**src/lzss_pkg.sv**
```systemverilog
// ----------------------------------------------------------------------------
// LZSS ring decompressor package
// Shared types, codes and sizes for the decompressor's front end, command
// queue, back end and ring memory.
// ----------------------------------------------------------------------------
package lzss_pkg;

  localparam int RING_DEPTH = 4096;
  localparam int RING_AW    = $clog2(RING_DEPTH);

  localparam logic [8:0] FLAG_EMPTY = 9'h001;
  localparam logic [8:0] FLAG_MARK  = 9'h100;
  localparam int         MIN_RUN    = 3;

  localparam int CMDQ_DEPTH = 2;
  localparam int CQ_AW      = $clog2(CMDQ_DEPTH);
  localparam int CQ_CW      = $clog2(CMDQ_DEPTH + 1);

  localparam int OUTQ_DEPTH = 4;
  localparam int OQ_AW      = $clog2(OUTQ_DEPTH);
  localparam int OQ_CW      = $clog2(OUTQ_DEPTH + 1);

  // command kinds passed from front to back
  localparam logic [1:0] CMD_LIT  = 2'd0;
  localparam logic [1:0] CMD_COPY = 2'd1;
  localparam logic [1:0] CMD_MARK = 2'd2;

  typedef struct packed {
    logic [7:0] in_byte;
    logic       last_byte;
  } in_t;

  typedef struct packed {
    logic [7:0] out_byte;
    logic       byte_valid;
    logic       run_last;
    logic       stream_end;
  } out_t;

  typedef struct packed {
    logic [1:0]         kind;
    logic [7:0]         lit;
    logic [RING_AW-1:0] off;
    logic [3:0]         len_m3;
    logic               last;
  } cmd_t;

endpackage

```
**src/lzss_cmdq.sv**
```systemverilog
// ----------------------------------------------------------------------------
// LZSS command queue
// Short FIFO of decoded commands between the front end and the back end.
// ----------------------------------------------------------------------------
module lzss_cmdq
  import lzss_pkg::*;
(
  input  logic clk,
  input  logic rst,
  input  logic wr,
  input  cmd_t wr_cmd,
  input  logic rd,
  output cmd_t head,
  output logic avail,
  output logic full
);

  cmd_t             slot [CMDQ_DEPTH];
  logic [CQ_AW-1:0] wptr, rptr;
  logic [CQ_CW-1:0] count;

  assign head  = slot[rptr];
  assign avail = (count != '0);
  assign full  = (count == CQ_CW'(CMDQ_DEPTH));

  always_ff @(posedge clk) begin
    if (wr) begin
      slot[wptr] <= wr_cmd;
    end
  end

  always_ff @(posedge clk) begin
    if (rst) begin
      wptr  <= '0;
      rptr  <= '0;
      count <= '0;
    end else begin
      if (wr) begin
        wptr <= CQ_AW'(wptr + 1'b1);
      end
      if (rd) begin
        rptr <= CQ_AW'(rptr + 1'b1);
      end
      count <= CQ_CW'(count + CQ_CW'(wr) - CQ_CW'(rd));
    end
  end

endmodule

```
**config.mk**
```make
export PLATFORM = sky130hd
export DESIGN_NAME = lzss_cmdq
export DESIGN_NICKNAME = d
export VERILOG_FILES = /design/src/lzss_pkg.sv /design/src/lzss_cmdq.sv
export SDC_FILE = /design/constraint.sdc
export NUM_CORES = 1
export LEC_CHECK = 0
export ABC_AREA = 1
export BUFFER_PORTS_ARGS = -buffer_cell sky130_fd_sc_hd__buf_4
export CORE_MARGIN = 3
export CORE_UTILIZATION = 46
export CTS_BUF_LIST = sky130_fd_sc_hd__clkbuf_16
export DETAILED_ROUTE_END_ITERATION = 16
export GPL_ROUTABILITY_DRIVEN = 0
export PLACE_DENSITY = 0.72
export SETUP_SLACK_MARGIN = 0.4
export SLEW_MARGIN = 25
export SYNTH_ARGS = -nofsm -noshare
export SYNTH_HDL_FRONTEND = slang
export SYNTH_SLANG_ARGS = --single-unit
export TNS_END_PERCENT = 50
```
**constraint.sdc**
```tcl
create_clock -name clk -period 2.06 [get_ports clk]
set_input_delay 0.618 -clock clk [delete_from_list [all_inputs] [get_ports clk]]
set_output_delay 0.618 -clock clk [all_outputs]
set_load 0.1 [all_outputs]
```
==> results of run 1 <==
==> cell type report <==
cell class              count  share of cell area [%]
clock buffers               9                    6.37
clock inverters             6                   0.708
inverters                   8                   0.850
multi-input cells          45                    14.6
flip-flops and latches     59                    48.9
well taps                  65                    2.30
repair buffers             66                    26.3
==> power by group through the flow <==
stage	combinational (mW)	sequential [mW]	clock (mW)
2_1_floorplan	0.663	1.42	0
4_1_cts	0.917	1.42	1.25
6_report	1.06	1.42	1.23
3_5_place_dp	0.829	1.43	0
3_3_place_gp	0.816	1.43	0
5_1_grt	1.09	1.42	1.34
==> path summary, 6_finish.rpt <==
check                                    startpoint  cells past startpoint  slack (ps)                     to
worst max register to register  count[0]$_SDFF_PP0_                      8         730    count[1]$_SDFF_PP0_
worst max-delay path                       register                      3          50                head[9]
worst min register to register    rptr$_SDFFE_PP0P_                      2         520      rptr$_SDFFE_PP0P_
worst min-delay path                     wr_cmd[18]                      1         480  slot[1][18]$_DFFE_PP_
==> state kept, by name (all words and copies together), names as in the netlist, named ones only <==
| register | cells |
|---|---|
| count | 2 |
| rptr | 1 |
| slot | 54 |
| wptr | 1 |
==> repair_timing <==
action                                  CTS  global route
resized for setup                        44            58
gates cloned                              1             1
pin swaps                                 0             0
endpoints found under the setup margin   29            29
setup buffers                             0             0
==> worst register-to-register path, stage by stage, from the launching register on <==
cell and delay, ps:
dfxtp_2 350, inv_1 70, ha_1 270, inv_1 40
ha_1 180, inv_1 50, nand2_1 60, a21oi_1 130
nor2_1 60
==> routing by layer <==
| metal | up-vias | global-route usage, % | share of wire (%) |
|---|---|---|---|
| li1 | 582 | - | - |
| met1 | 588 | 16.1 | 36 |
| met2 | 41 | 29.1 | 57 |
| met3 | 8 | 7.09 | 4.2 |
| met4 | 0 | 7.25 | 2.2 |
| met5 | - | 0 | 0 |
==> through the flow <==
| stage | setup TNS, ps | instances | setup slack, ps | area, µm² | hold slack (ps) |
|---|---|---|---|---|---|
| global placement | 0 | 241 | 331 | 2830 | 508 |
| finish | 0 | 258 | 49.6 | 3530 | 484 |
| CTS | 0 | 257 | 15.6 | 3270 | 475 |
| floorplan | 0 | 115 | 381 | 2290 | 480 |
| detailed placement | 0 | 241 | 322 | 2830 | 507 |
| global route | -6.15 | 258 | -5.02 | 3530 | 471 |
==> cell usage in the layout, fill, tap and decap left out <==
cell type and instances:
a21oi_1 1, buf_12 31, buf_16 1, buf_4 32
buf_8 1, clkbuf_16 10, clkinv_1 3, clkinv_2 2
dfxtp_1 2, dfxtp_2 2, dfxtp_4 1, edfxtp_1 54
ha_1 2, inv_1 8, inv_2 1, mux2_4 27
nand2_1 4, nand2_2 1, nand3_1 1, nor2_1 5
nor2_4 2, nor3_1 1, xnor2_1 1
==> cell families (layout without fill, tap and decap cells) <==
family | Yosys count | count (layout) | share of synthesized area, %
AO/OA/AOI/OAI | 1 | 1 | 0.220
XOR/XNOR | 1 | 1 | 0.385
adder cells (fa/ha/maj) | 2 | 2 | 1.10
buffers and inverters | 11 | 89 | 3.57
flip-flops | 59 | 59 | 75.6
multiplexers | 27 | 27 | 16.7
AND/OR/NAND/NOR | 14 | 14 | 2.42
==> results_dict.tcl, run 1 <==
set metrics [dict create \
    fin_skew_ps 5.02 \
    worst-path-buf-inv 2 \
    die-width_um 76.3 \
    hold_class "primary input to register" \
    finalPower_mw 3.72 \
    yosysWarningCount 0 \
    maxSlewHeadroom_pct 75.5 \
    first_pass_iters 4 \
    rows 24 \
    clk_pin_slew_ps 50 \
    htreeDepth 3 \
    synthCells 115 \
    crit_path_top_delay_cell "dfxtp_4" \
    die_area_mm2 0.00583 \
    io_buffers 59 \
    cp_top_family "flip-flops" \
    synth.most_common_cell "edfxtp_1" \
    worstSetupEndpointType "output port" \
    wl_um 4740 \
    cts_tree "done" \
    p_leak_nw 1.44 \
    via_per_inst 4.72 \
    root_buffer "clkbuf_16" \
    start_util_pct 49.9 \
    drv_slew 0 \
    crit_chain "clkbuf_16 -> mux2_4 -> buf_12" \
    postSynthAreaPerCell_um2 19.8 \
    diodes 0 \
    overflow 0 \
    syn_to_final_growth_pct 55.3 \
    multi_input_area_um2 517 \
    power_density_mw_per_mm2 1050 \
    utilization_pct 77.4 \
    cap_viol_max_count 0 \
    grt_antenna_before_repair 0 \
    grt_use_total_pct 16.2 \
    final-hold-violation-count 0 \
    p_switching_mw 1.13 \
    async_reset_ff_share_pct 0 \
    crit_type "register to output port" \
    dpl.hpwl_um 2730 \
    nFillCells 266 \
    clk_latency_ps 320 \
    period_minus_slack_ps 2010 \
    cts_made_buffers 9 \
    holdBufCountCts 0 \
    synth.area.top_cells "edfxtp_1 (71%), mux2_4 (13%), dfxtp_1 (4.4%)" \
    netSwitchingFraction_pct 30.4 \
    arrival_ps 1390 \
    synthDistinctLibCells 14 \
    avgRoutedWirePerCell_um 18.4 \
    syn-num-nets 148 \
    worstMarginPinSlew_ps 367 \
    crit_fanout 5 \
    cts_sinks 59 \
    fmax_mhz 497 \
    critPathRequiredTime_ps 1440 \
    synthFlopType "edfxtp_1" \
    grt_max_degree 22 \
    ys_ff_latch 59 \
    comb_power_share_pct 28.6 \
    yosys-top-cells-count "edfxtp_1 (54), mux2_4 (20), inv_1 (8)" \
    clockBufferDepth 2 \
    synth_largest_area_cell "edfxtp_1" \
    syn_area_mm2 0.00228 \
    grt_pass1_wl_um 6930 \
    ioPinCount 60 \
    crit_path_max_incr_delay_ps 420 \
    clkPwrFrac_pct 33.2 \
    vias 1219 \
    synth.top_cell.area_share_pct 71.2 \
    nets 222 \
    status "complete, no violations" \
    ant_nets 0 \
    p_int_mw 2.59 \
    synth_edf_count 54 \
    drt_iter0_drc 52 \
    finalCritPeriodShare_pct 97.6 \
    rsz0062_at_grt "true" \
    power_frac_seq_pct 38.2 \
    seq_area_mm2 0.00173 \
    cp-start-kind "register" \
    core-area_mm2 0.00456 \
    drive_above_1_share_pct 57.5 \
    die_y_um 76.3 \
    irDropWorstVdd_v 0.000879 \
    ys_seq_area_share_pct 75.6 \
    drc_errors 0 \
    setup_violations 0 \
    grt_pass1_vias 1404 \
]
Power figures use the tool's default switching activity.
==> inputs of run 2 (changes only) <==
--- a/config.mk
+++ b/config.mk
@@ -8,11 +8,11 @@
 export ABC_AREA = 1
 export BUFFER_PORTS_ARGS = -buffer_cell sky130_fd_sc_hd__buf_4
 export CORE_MARGIN = 3
-export CORE_UTILIZATION = 46
+export CORE_UTILIZATION = 51
 export CTS_BUF_LIST = sky130_fd_sc_hd__clkbuf_16
 export DETAILED_ROUTE_END_ITERATION = 16
 export GPL_ROUTABILITY_DRIVEN = 0
-export PLACE_DENSITY = 0.72
+export PLACE_DENSITY = 0.76
 export SETUP_SLACK_MARGIN = 0.4
 export SLEW_MARGIN = 25
 export SYNTH_ARGS = -nofsm -noshare
==> constraint.sdc (replaced) <==
create_clock -name clk -period 2.3 [get_ports clk]
set_input_delay 0.69 -clock clk [delete_from_list [all_inputs] [get_ports clk]]
set_output_delay 0.69 -clock clk [all_outputs]
set_load 0.1 [all_outputs]
==> run 2 against run 1 <==
  * Register-to-register slack improved by 290 ps
  * Hold slack improved by 26 ps
  * First-iteration DRC count increased by 79%
  * Wire length decreased by 13%
  * Cell area decreased by 4.8%
  * Via count decreased by 1.1%
==> results_dict.tcl, run 2 (synthesis gave the netlist of run 1 again) <==
set metrics [dict create \
    status "complete, no violations" \
    setup_violations 0 \
    cts_tree "done" \
    clk_pin_slew_ps 50 \
    cts_made_buffers 9 \
    final_cell_mix "edfxtp_1 (54), buf_4 (32), mux2_4 (27), buf_12 (16), buf_6 (13)" \
    grt_antenna_before_repair 0 \
    grt_pass1_vias 1292 \
    holdWs_ps 510 \
    worstMarginPinSlew_ps 379 \
    power_frac_seq_pct 39.1 \
    rows 23 \
    final-hold-violation-count 0 \
    worstSetupEndpointType "output port" \
    clk_latency_ps 320 \
    comb_power_share_pct 26.6 \
    syn_to_final_growth_pct 47.9 \
    vias 1205 \
    reg2reg_depth 8 \
    io_buffers 59 \
    drv_slew 0 \
    ant_nets 0 \
    first_pass_iters 4 \
    power_density_mw_per_mm2 963 \
    crit_path_top_delay_cell "dfxtp_4" \
    dpl.hpwl_um 2510 \
    die_y_um 72.8 \
    grt_use_total_pct 16.5 \
    maxSlewHeadroom_pct 74.7 \
    die_area_mm2 0.00530 \
    critPathRequiredTime_ps 1610 \
    finalCritPeriodShare_pct 90.7 \
    avgRoutedWirePerCell_um 16.9 \
    fmax_mhz 479 \
    grt_max_degree 23 \
    crit_chain "clkbuf_16 -> mux2_4 -> buf_8" \
    clkPwrFrac_pct 34.3 \
    r2r_end "count[1]$_SDFF_PP0_" \
    largest_register_ffs 54 \
    grt_pass1_wl_um 6090 \
    hold_class "register to register" \
    crit_path_max_incr_delay_ps 410 \
    core-area_mm2 0.00414 \
    p_leak_nw 1.40 \
    p_switching_mw 0.987 \
    period_minus_slack_ps 2090 \
    drt_iter0_drc 93 \
    irDropWorstVdd_v 0.000609 \
    fin_skew_ps 7.60 \
    final-instance-count-excl-fill 243 \
    wl_um 4110 \
    htreeDepth 3 \
    diodes 0 \
    clockBufferDepth 2 \
    netSwitchingFraction_pct 30.5 \
    drc_errors 0 \
    top_register "slot" \
    nets 221 \
    drive_above_1_share_pct 54.9 \
    layout_setup_ws_ps 214 \
    cp-start-kind "register" \
    preCtsSetupSlack_ps 495 \
    cp-endpoint "head[17]" \
    ioPinCount 60 \
    rrSetupSlack_ps 1020 \
    cts_sinks 59 \
    finalPower_mw 3.24 \
    crit_fanout 5 \
    rsz0062_at_grt "true" \
    fin_tns_setup_ps 0 \
    reg2reg_from "count[0]$_SDFF_PP0_" \
    cap_viol_max_count 0 \
    reg_top3 "slot x54, count x2" \
    arrival_ps 1400 \
    holdBufCountCts 0 \
    via_per_inst 4.96 \
    post-place-cells 225 \
    start_util_pct 54.9 \
    crit_type "register to output port" \
    die-width_um 72.8 \
    root_buffer "clkbuf_16" \
    layout_commonest_cell "edfxtp_1" \
    p_int_mw 2.25 \
    overflow 0 \
]
[run 2: cell types whose count changed in the layout (fill, tap and decap cells not counted), moves of 2 or more]
cell / change
buf_6: +13
nor2_4: -2
nor2_2: +2
dfxtp_2: -2
buf_12: -15
inv_1: +3
dfxtp_1: +2
[run 2: how the worst min path moves through the flow]
stage                      startpoint               endpoint  slack (ps)  depth (start not counted)
floorplan           rptr$_SDFFE_PP0P_               register         480                          2
CTS                 rptr$_SDFFE_PP0P_               register         530                          2
finish              rptr$_SDFFE_PP0P_               register         510                          2
detailed placement  rptr$_SDFFE_PP0P_               register         510                          2
global placement    rptr$_SDFFE_PP0P_      rptr$_SDFFE_PP0P_         490                          2
global route               wr_cmd[22]  slot[0][22]$_DFFE_PP_         540                          1
[run 2: layout make-up]
type	count	area, µm²
timing repair buffer	65	790
clock buffer	9	225
multi-input combinational	45	504
clock inverter	7	28.8
sequential	59	1730
fill	212	778
inverter	8	30.0
tap	50	62.6
[run 2: routing by layer]
layer | up-vias | track usage, % | wire, µm
met5 | - | 0 | 0
met3 | 7 | 7.30 | 266
met2 | 47 | 27.8 | 2160
met1 | 576 | 17.2 | 1600
met4 | 0 | 8.61 | 87
li1 | 575 | - | -
[run 2: worst max-delay path, delay by kind of cell, from the launching register on]
family	cells	cell delay [ps]
flops	1	410
buf+inv	2	350
mux	1	310
[run 2: repair_timing]
item                       4_1_cts  5_1_grt
gates cloned                     1        1
setup endpoints to repair       27       27
buffers inserted                 0        0
gates resized for setup         38       27
[run 2: power groups by stage]
stage	clock network [mW]	registers, mW	logic, mW
2_1_floorplan	0	1.27	0.591
3_3_place_gp	0	1.28	0.728
3_5_place_dp	0	1.28	0.737
4_1_cts	1.13	1.27	0.808
5_1_grt	1.18	1.27	0.891
6_report	1.11	1.27	0.863
[run 2: stage by stage]
| stage | utilization (%) | area, µm² |
|---|---|---|
| floorplan | - | 2280 |
| global placement | 67.7 | 2800 |
| detailed placement | 67.7 | 2800 |
| CTS | 77.9 | 3230 |
| global route | 81.2 | 3370 |
| finish | 81.2 | 3370 |
