$ cat src/lzss_pkg.sv
// ----------------------------------------------------------------------------
// LZSS ring decompressor package
// Shared types, codes and sizes for the decompressor's front end, command
// queue, back end and ring memory.
// ----------------------------------------------------------------------------
package lzss_pkg;

  localparam int RING_DEPTH = 4096;
  localparam int RING_AW    = $clog2(RING_DEPTH);

  localparam logic [8:0] FLAG_EMPTY = 9'h001;
  localparam logic [8:0] FLAG_MARK  = 9'h100;
  localparam int         MIN_RUN    = 3;

  localparam int CMDQ_DEPTH = 2;
  localparam int CQ_AW      = $clog2(CMDQ_DEPTH);
  localparam int CQ_CW      = $clog2(CMDQ_DEPTH + 1);

  localparam int OUTQ_DEPTH = 4;
  localparam int OQ_AW      = $clog2(OUTQ_DEPTH);
  localparam int OQ_CW      = $clog2(OUTQ_DEPTH + 1);

  // command kinds passed from front to back
  localparam logic [1:0] CMD_LIT  = 2'd0;
  localparam logic [1:0] CMD_COPY = 2'd1;
  localparam logic [1:0] CMD_MARK = 2'd2;

  typedef struct packed {
    logic [7:0] in_byte;
    logic       last_byte;
  } in_t;

  typedef struct packed {
    logic [7:0] out_byte;
    logic       byte_valid;
    logic       run_last;
    logic       stream_end;
  } out_t;

  typedef struct packed {
    logic [1:0]         kind;
    logic [7:0]         lit;
    logic [RING_AW-1:0] off;
    logic [3:0]         len_m3;
    logic               last;
  } cmd_t;

endpackage

$ cat src/lzss_front.sv
// ----------------------------------------------------------------------------
// LZSS front end
// Parses compressed bytes: flag bytes, literals, back reference halves and
// the end marker, and turns each completed token into a command.
// ----------------------------------------------------------------------------
module lzss_front
  import lzss_pkg::*;
(
  input  logic clk,
  input  logic rst,
  input  logic take,
  input  in_t  item,
  output logic cmd_push,
  output cmd_t cmd
);

  logic [8:0] flag_shift, flag_shift_next;
  logic       expect_low, expect_low_next;
  logic [7:0] held_hi, held_hi_next;
  logic       stopped, stopped_next;
  logic [RING_AW-1:0] off;

  assign off = {held_hi, item.in_byte[7:4]};

  always_comb begin
    flag_shift_next = flag_shift;
    expect_low_next = expect_low;
    held_hi_next    = held_hi;
    stopped_next    = stopped;
    cmd_push        = 1'b0;
    cmd.kind        = CMD_MARK;
    cmd.lit         = item.in_byte;
    cmd.off         = off;
    cmd.len_m3      = item.in_byte[3:0];
    cmd.last        = item.last_byte;

    if (take && !stopped) begin
      if (expect_low) begin
        expect_low_next = 1'b0;
        cmd_push        = 1'b1;
        if (off == '0) begin
          stopped_next = 1'b1;
        end else begin
          cmd.kind     = CMD_COPY;
          stopped_next = item.last_byte;
        end
      end else if (flag_shift == FLAG_EMPTY) begin
        flag_shift_next = FLAG_MARK | {1'b0, item.in_byte};
        cmd_push        = item.last_byte;
        stopped_next    = item.last_byte;
      end else begin
        flag_shift_next = flag_shift >> 1;
        if (flag_shift[0]) begin
          cmd.kind     = CMD_LIT;
          cmd_push     = 1'b1;
          stopped_next = item.last_byte;
        end else begin
          held_hi_next    = item.in_byte;
          expect_low_next = 1'b1;
          cmd_push        = item.last_byte;
          stopped_next    = item.last_byte;
        end
      end
    end
  end

  always_ff @(posedge clk) begin
    if (rst) begin
      flag_shift <= FLAG_EMPTY;
      expect_low <= 1'b0;
      held_hi    <= '0;
      stopped    <= 1'b0;
    end else begin
      flag_shift <= flag_shift_next;
      expect_low <= expect_low_next;
      held_hi    <= held_hi_next;
      stopped    <= stopped_next;
    end
  end

endmodule

$ cat config.mk
export PLATFORM = sky130hd
export DESIGN_NAME = lzss_front
export DESIGN_NICKNAME = d
export VERILOG_FILES = /design/src/lzss_pkg.sv /design/src/lzss_front.sv
export SDC_FILE = /design/constraint.sdc
export NUM_CORES = 1
export LEC_CHECK = 0
export BUFFER_PORTS_ARGS = -buffer_cell sky130_fd_sc_hd__buf_2
export CAP_MARGIN = 10
export CORE_MARGIN = 4
export CORE_UTILIZATION = 49
export DETAILED_ROUTE_END_ITERATION = 7
export GPL_ROUTABILITY_DRIVEN = 0
export GPL_TIMING_DRIVEN = 0
export PLACE_DENSITY = 0.8
export SETUP_SLACK_MARGIN = 0.02
export SLEW_MARGIN = 5
export SYNTH_ARGS = -nofsm -noshare
export SYNTH_HDL_FRONTEND = slang
export SYNTH_SLANG_ARGS = --single-unit
$ cat constraint.sdc
create_clock -name clk -period 4.01 [get_ports clk]
set_clock_uncertainty 0.1 [all_clocks]
set_input_delay 1.0025 -clock clk [delete_from_list [all_inputs] [get_ports clk]]
set_output_delay 1.0025 -clock clk [all_outputs]
set_load 0.02 [all_outputs]
==> flow_summary.json, run 1 <==
{
  "status": "finished, final reports clean",
  "worstPathRequired_ns": 2.91,
  "cts_buffer_depth": 2,
  "final-instance-count-excl-fill": 190,
  "start_util_pct": 52.3,
  "endpoint_kind": "output port",
  "grt_pass1_wl_um": 4120,
  "drive_gt1_share_pct": 42.3,
  "place_hpwl_um": 1960,
  "grt_overflow": 0,
  "vias": 1006,
  "path_delay_family": "simple AND/OR/NAND/NOR gates",
  "port_buffers": 39,
  "dieArea_sq_mm": 0.00294,
  "diodes": 0,
  "postCtsSetupBuffers": 0,
  "die_x_um": 54.2,
  "drt-wirelength-per-cell_um": 13.5,
  "crit_chain": "buf_2 > nor4_1 > nand3_1 > a32oi_1 > buf_2",
  "min_period_over_period_pct": 80.0,
  "antenna_found_initial": 0,
  "root_buffer": "clkbuf_4",
  "final_nets": 176,
  "slowest_stage": "nor4_1",
  "vdd.ir_drop.worst_mv": 0.216,
  "max_slew_margin_pct": 65.4,
  "cp.arrival_ns": 2.10,
  "power_mw": 0.475,
  "cpPeakStageDelay_ns": 0.31,
  "setup_viol": 0,
  "yosysSeqAreaShare_pct": 36.3,
  "syn_avg_cell_area_sq_um": 8.73,
  "p_leak_nw": 0.612,
  "rows": 16,
  "dr.pass1.iters": 4,
  "syn2layout_area_growth_pct": 24.5,
  "cts.sinks": 19,
  "vias_per_cell": 5.29,
  "routed_wl_um": 2570,
  "async_flop_share_pct": 0,
  "design.core.area_sq_mm": 0.00200,
  "start_kind": "primary input",
  "rsz0062_at_grt": "false",
  "use_met3_pct": 2.72,
  "ys_types": 33,
  "slew_viol_final": 0,
  "syn_nets": 132,
  "grt_pass1_vias": 964,
  "met1_usage_pct": 23.7,
  "cp_max_fo": 5,
  "crit_top_cell": "buf_2",
  "yosys_warnings": 0,
  "die_y_um": 54.2,
  "gr-usage-met2_pct": 33.5,
  "cts.repair.resized": 0,
  "ios": 40,
  "syn_area_sq_mm": 0.00105,
  "synth_flop_cell": "dfxtp_1",
  "synth-seq-cells": 19,
  "grt_max_degree": 12,
  "maxCapViolCount": 0,
  "syn_inst": 120,
  "period_needed_ns": 3.21,
  "grt_busiest_layer": "met2",
  "crit_buf_inv": 2,
  "antenna_left": 0,
  "hold_viol_final": 0,
  "path_clk_slew_ns": 0.12,
  "critPathKind": "in2out",
  "max_slew.worst_pin.slew_ns": 0.517,
  "min_path_type": "reg2reg",
  "fillCellCount": 187,
  "cts_buffers": 3,
  "setup-tns-final_ns": 0,
  "cts_tree": "done",
  "drc": 0,
  "placed_cells": 186,
  "drt_iter0_drc": 22,
  "max_freq_ghz": 0.312,
  "insertion_delay_ns": 0.31,
  "power_density_mw_per_mm2": 364,
  "synth_edf_count": 0,
  "postCtsHoldBufs": 0,
  "htree_levels": 1,
  "gr-usage-all-layers_pct": 19.6
}
[placed cells by master, fill, tap and decap left out]
cell | Yosys | layout
a211oi_1 | 1 | 1
a211oi_2 | 1 | 1
a21oi_1 | 10 | 10
a31o_1 | 1 | 1
a32oi_1 | 1 | 1
a41oi_1 | 1 | 1
and2_1 | 1 | 1
and3_1 | 1 | 1
buf_2 | 1 | 40
buf_4 | 19 | 19
clkbuf_1 | 2 | 2
clkbuf_4 | 0 | 3
clkinv_2 | 0 | 1
dfxtp_1 | 19 | 19
inv_1 | 6 | 6
mux2i_1 | 6 | 6
nand2_1 | 17 | 17
nand2b_1 | 1 | 1
nand3_1 | 3 | 3
nand3b_1 | 1 | 1
nand4_1 | 2 | 2
nand4b_2 | 1 | 1
nor2_1 | 5 | 5
nor2b_1 | 1 | 1
nor3_1 | 1 | 1
nor3b_1 | 2 | 2
nor4_1 | 3 | 3
nor4_2 | 1 | 1
nor4b_2 | 1 | 1
nor4b_4 | 2 | 2
o21ai_0 | 1 | 1
o21bai_1 | 1 | 1
o22ai_1 | 5 | 5
o31ai_1 | 1 | 1
or4b_1 | 1 | 1
[worst paths after layout]
path | startpoint | endpoint | slack, ns | cells after the start
setup / recovery | item[8] | cmd[26] | 0.80 | 5
setup reg to reg | expect_low | flag_shift[5] | 2.48 | 4
hold reg to reg | held_hi[1] | held_hi[1] | 0.38 | 2
hold / removal | held_hi[1] | held_hi[1] | 0.38 | 2
[tightest hold or removal path: cells and delay by family (launching register included)]
kind / cells / cell delay [ns]
AO/OA/AOI/OAI: 1 / 0.05
flip-flops: 1 / 0.34
AND/OR/NAND/NOR: 1 / 0.05
[metal layers]
layer	wire length, um	vias to the layer above
met4	46	0
met5	0	-
li1	-	494
met3	126	5
met1	1140	474
met2	1260	33
[area by class of cell]
cell class | count | area (sq um) | area share, %
plain buffers | 22 | 155 | 11.9
clock buffers | 3 | 22.5 | 1.73
clock inverters | 1 | 5.00 | 0.384
inverters | 6 | 22.5 | 1.73
multi-input cells | 73 | 489 | 37.5
flip-flops and latches | 19 | 380 | 29.2
well taps | 27 | 33.8 | 2.59
repair buffers | 39 | 195 | 15.0
[cells by family after synthesis]
family	count (synthesis)	share of synthesized area [%]
AO/OA/AOI/OAI	23	14.1
buffers and inverters	28	17.0
flip-flops	19	36.3
multiplexers	6	5.73
AND/OR/NAND/NOR	44	26.9
[cells in the mapped netlist, types with 2 or more instances]
| cell | number | area, sq um |
|---|---|---|
| nand3_1 | 3 | 15.0 |
| mux2i_1 | 6 | 60.1 |
| nor2_1 | 5 | 18.8 |
| nor4_1 | 3 | 18.8 |
| nand2_1 | 17 | 63.8 |
| a21oi_1 | 10 | 50.1 |
| nor3b_1 | 2 | 15.0 |
| inv_1 | 6 | 22.5 |
| o22ai_1 | 5 | 31.3 |
| nand4_1 | 2 | 12.5 |
| clkbuf_1 | 2 | 7.51 |
| dfxtp_1 | 19 | 380 |
| buf_4 | 19 | 143 |
| nor4b_4 | 2 | 47.6 |
[sequential cells by signal, indices dropped and copies added, names as in the netlist]
register    count
expect_low      1
flag_shift      9
held_hi         8
stopped         1
[power by group]
group | total [mW] | switching, mW | internal (mW)
clock | 0.0984 | 0.0612 | 0.0372
combinational | 0.152 | 0.0851 | 0.0666
sequential | 0.225 | 0.0198 | 0.205
total | 0.475 | 0.166 | 0.309
[through the flow]
step | util [%] | worst slack (ns) | hold slack [ns] | instance area (sq um)
2_1_floorplan | - | 1.07 | 0.390 | 1050
3_3_place_gp | 63.7 | 0.843 | 0.358 | 1280
3_5_place_dp | 63.7 | 0.811 | 0.360 | 1280
4_1_cts | 65.1 | 0.810 | 0.379 | 1300
5_1_grt | 65.1 | 0.742 | 0.419 | 1300
6_report | 65.1 | 0.803 | 0.379 | 1300
No activity file was read; power rests on OpenSTA's default activity.
==> run 2, diff against run 1 <==
CORE_UTILIZATION = 43   (was 49)
PLACE_DENSITY = 0.74   (was 0.8)
clock period = 2.71 ns   (was 4.01 ns; I/O delays follow)
==> run 2 against run 1 <==
  * Register-to-register slack worse by 1.3 ns
  * Die area rose by 12%
  * Worst setup slack lost 0.62 ns
  * Routed wire length shrank 4.5%
  * Final cell count up 0.53%
  * Global-route usage decreased by 3.0 points
  * Non-clock buffer count unchanged
  * Sequential power up 47%
  * Hold slack got worse by 0.0010 ns
  * Total power is 47% higher
  * Combinational power rose by 46%
==> flow_summary.json, run 2 (synthesized netlist as in run 1, its figures left out) <==
{
  "status": "finished, final reports clean",
  "cts_buffer_depth": 2,
  "dr.pass1.iters": 4,
  "min_from": "held_hi[7]",
  "postCtsSetupBuffers": 0,
  "drive_gt1_share_pct": 42.3,
  "drt-wirelength-per-cell_um": 12.9,
  "r2r_start": "stopped",
  "antenna_found_initial": 0,
  "endpoint_kind": "output port",
  "vias_per_cell": 5.16,
  "path_clk_slew_ns": 0.11,
  "clkPwrFrac_pct": 20.6,
  "start_kind": "flop",
  "cts_buffers": 3,
  "maxCapViolCount": 0,
  "grt_pass1_vias": 979,
  "worstPathRequired_ns": 1.93,
  "period_needed_ns": 2.53,
  "power_mw": 0.696,
  "most-common-layout-cells": "40 x buf_2, 19 x buf_4, 19 x dfxtp_1",
  "rsz0062_at_grt": "false",
  "slew_viol_final": 0,
  "setup_viol": 0,
  "switchingPower_mw": 0.239,
  "postCtsHoldBufs": 0,
  "cts_tree": "done",
  "r2r-end": "held_hi[5]",
  "final_nets": 176,
  "whs_endpoint": "held_hi[7]",
  "insertion_delay_ns": 0.30,
  "die_x_um": 57.4,
  "hold_viol_final": 0,
  "routed_wl_um": 2460,
  "cp.arrival_ns": 1.75,
  "cpPeakStageDelay_ns": 0.47,
  "max_freq_ghz": 0.396,
  "hold_depth": 2,
  "ios": 40,
  "antenna_left": 0,
  "place_hpwl_um": 1940,
  "max_slew_margin_pct": 66.1,
  "critPathKind": "reg2out",
  "vdd.ir_drop.worst_mv": 0.284,
  "min_period_over_period_pct": 93.3,
  "largest_reg_flops": 9,
  "top_regs": "flag_shift x9, held_hi x8",
  "vias": 985,
  "design.core.area_sq_mm": 0.00225,
  "crit_chain": "nor4b_4 > nand3_1 > a31o_1 > buf_2",
  "diodes": 0,
  "drc": 0,
  "root_buffer": "clkbuf_4",
  "syn2layout_area_growth_pct": 24.6,
  "max_slew.worst_pin.slew_ns": 0.507,
  "rows": 17,
  "pwr-share-comb_pct": 31.9,
  "dieArea_sq_mm": 0.00329,
  "cts.sinks": 19,
  "drt_iter0_drc": 26,
  "cts.repair.resized": 0,
  "gr-usage-all-layers_pct": 16.6,
  "setup-tns-final_ns": 0,
  "start_util_pct": 46.4,
  "rrSetupSlack_ns": 1.20,
  "p_seq_share_pct": 47.6,
  "p_int_mw": 0.457,
  "p_leak_nw": 0.612,
  "slowest_stage": "dfxtp_1",
  "grt_max_degree": 12,
  "regMostFlops": "flag_shift",
  "grt_pass1_wl_um": 4370,
  "path_delay_family": "simple AND/OR/NAND/NOR gates",
  "cp_max_fo": 6,
  "die_y_um": 57.4,
  "port_buffers": 39,
  "crit_buf_inv": 1,
  "htree_levels": 1,
  "power_density_mw_per_mm2": 534,
  "grt_overflow": 0,
  "final_common_cell": "buf_2",
  "min_path_type": "reg2reg",
  "switching_share_pct": 34.4,
  "reg2reg_depth": 4
}
## run 2: cell counts in the layout (fill, tap and decap cells not counted)
Identical to the previous run, type by type.
## run 2: stage by stage
stage               hold WS, ns  util, %  instances  setup WS (ns)  cell area (sq um)
floorplan                 0.390        -        120          0.417               1050
global placement          0.358     56.7        187          0.228               1280
detailed placement        0.357     56.7        187          0.190               1280
finish                    0.378     57.9        191          0.182               1310
CTS                       0.374     57.9        191          0.174               1310
global route              0.410     57.9        191         0.0492               1310
## run 2: power groups by stage
stage	Sequential [mW]	Combinational, mW	Clock, mW
2_1_floorplan	0.339	0.158	0
3_3_place_gp	0.337	0.217	0
3_5_place_dp	0.338	0.223	0
4_1_cts	0.332	0.223	0.148
5_1_grt	0.336	0.244	0.163
6_report	0.331	0.222	0.143
## run 2: worst reg2reg max path, delay by kind of cell (launching register included)
kind | cells | cell delay, ns
AOI/OAI and AO/OA | 1 | 0.06
DFF | 1 | 0.41
and+or+nand+nor | 2 | 0.63
buffers and inverters | 1 | 0.19
## run 2: final cells by class
type,count,area [sq um]
Inverter,6,22.5
Timing Repair Buffer,39,195
Clock buffer,3,22.5
Tap cell,28,35.0
Clock inverter,1,5.00
Sequential cell,19,380
Multi-Input combinational cell,73,489
Fill cell,236,950
Buffer,22,155
## run 2: how the worst max path moves through the flow
| stage | to | cells after the start | startpoint |
|---|---|---|---|
| 6_report | cmd_push | 4 | flag_shift[0] |
| 3_3_place_gp | cmd[26] | 5 | item[5] |
| 5_1_grt | cmd[26] | 4 | flag_shift[8] |
| 2_1_floorplan | cmd[26] | 3 | item[5] |
| 4_1_cts | cmd_push | 4 | flag_shift[0] |
| 3_5_place_dp | cmd[26] | 5 | item[8] |
## run 2: per-layer routing
| layer | global-route usage [%] | wire, um |
|---|---|---|
| met1 | 21.1 | 1110 |
| met4 | 6.29 | 34 |
| met5 | 0 | 0 |
| met2 | 27.9 | 1190 |
| met3 | 2.71 | 118 |
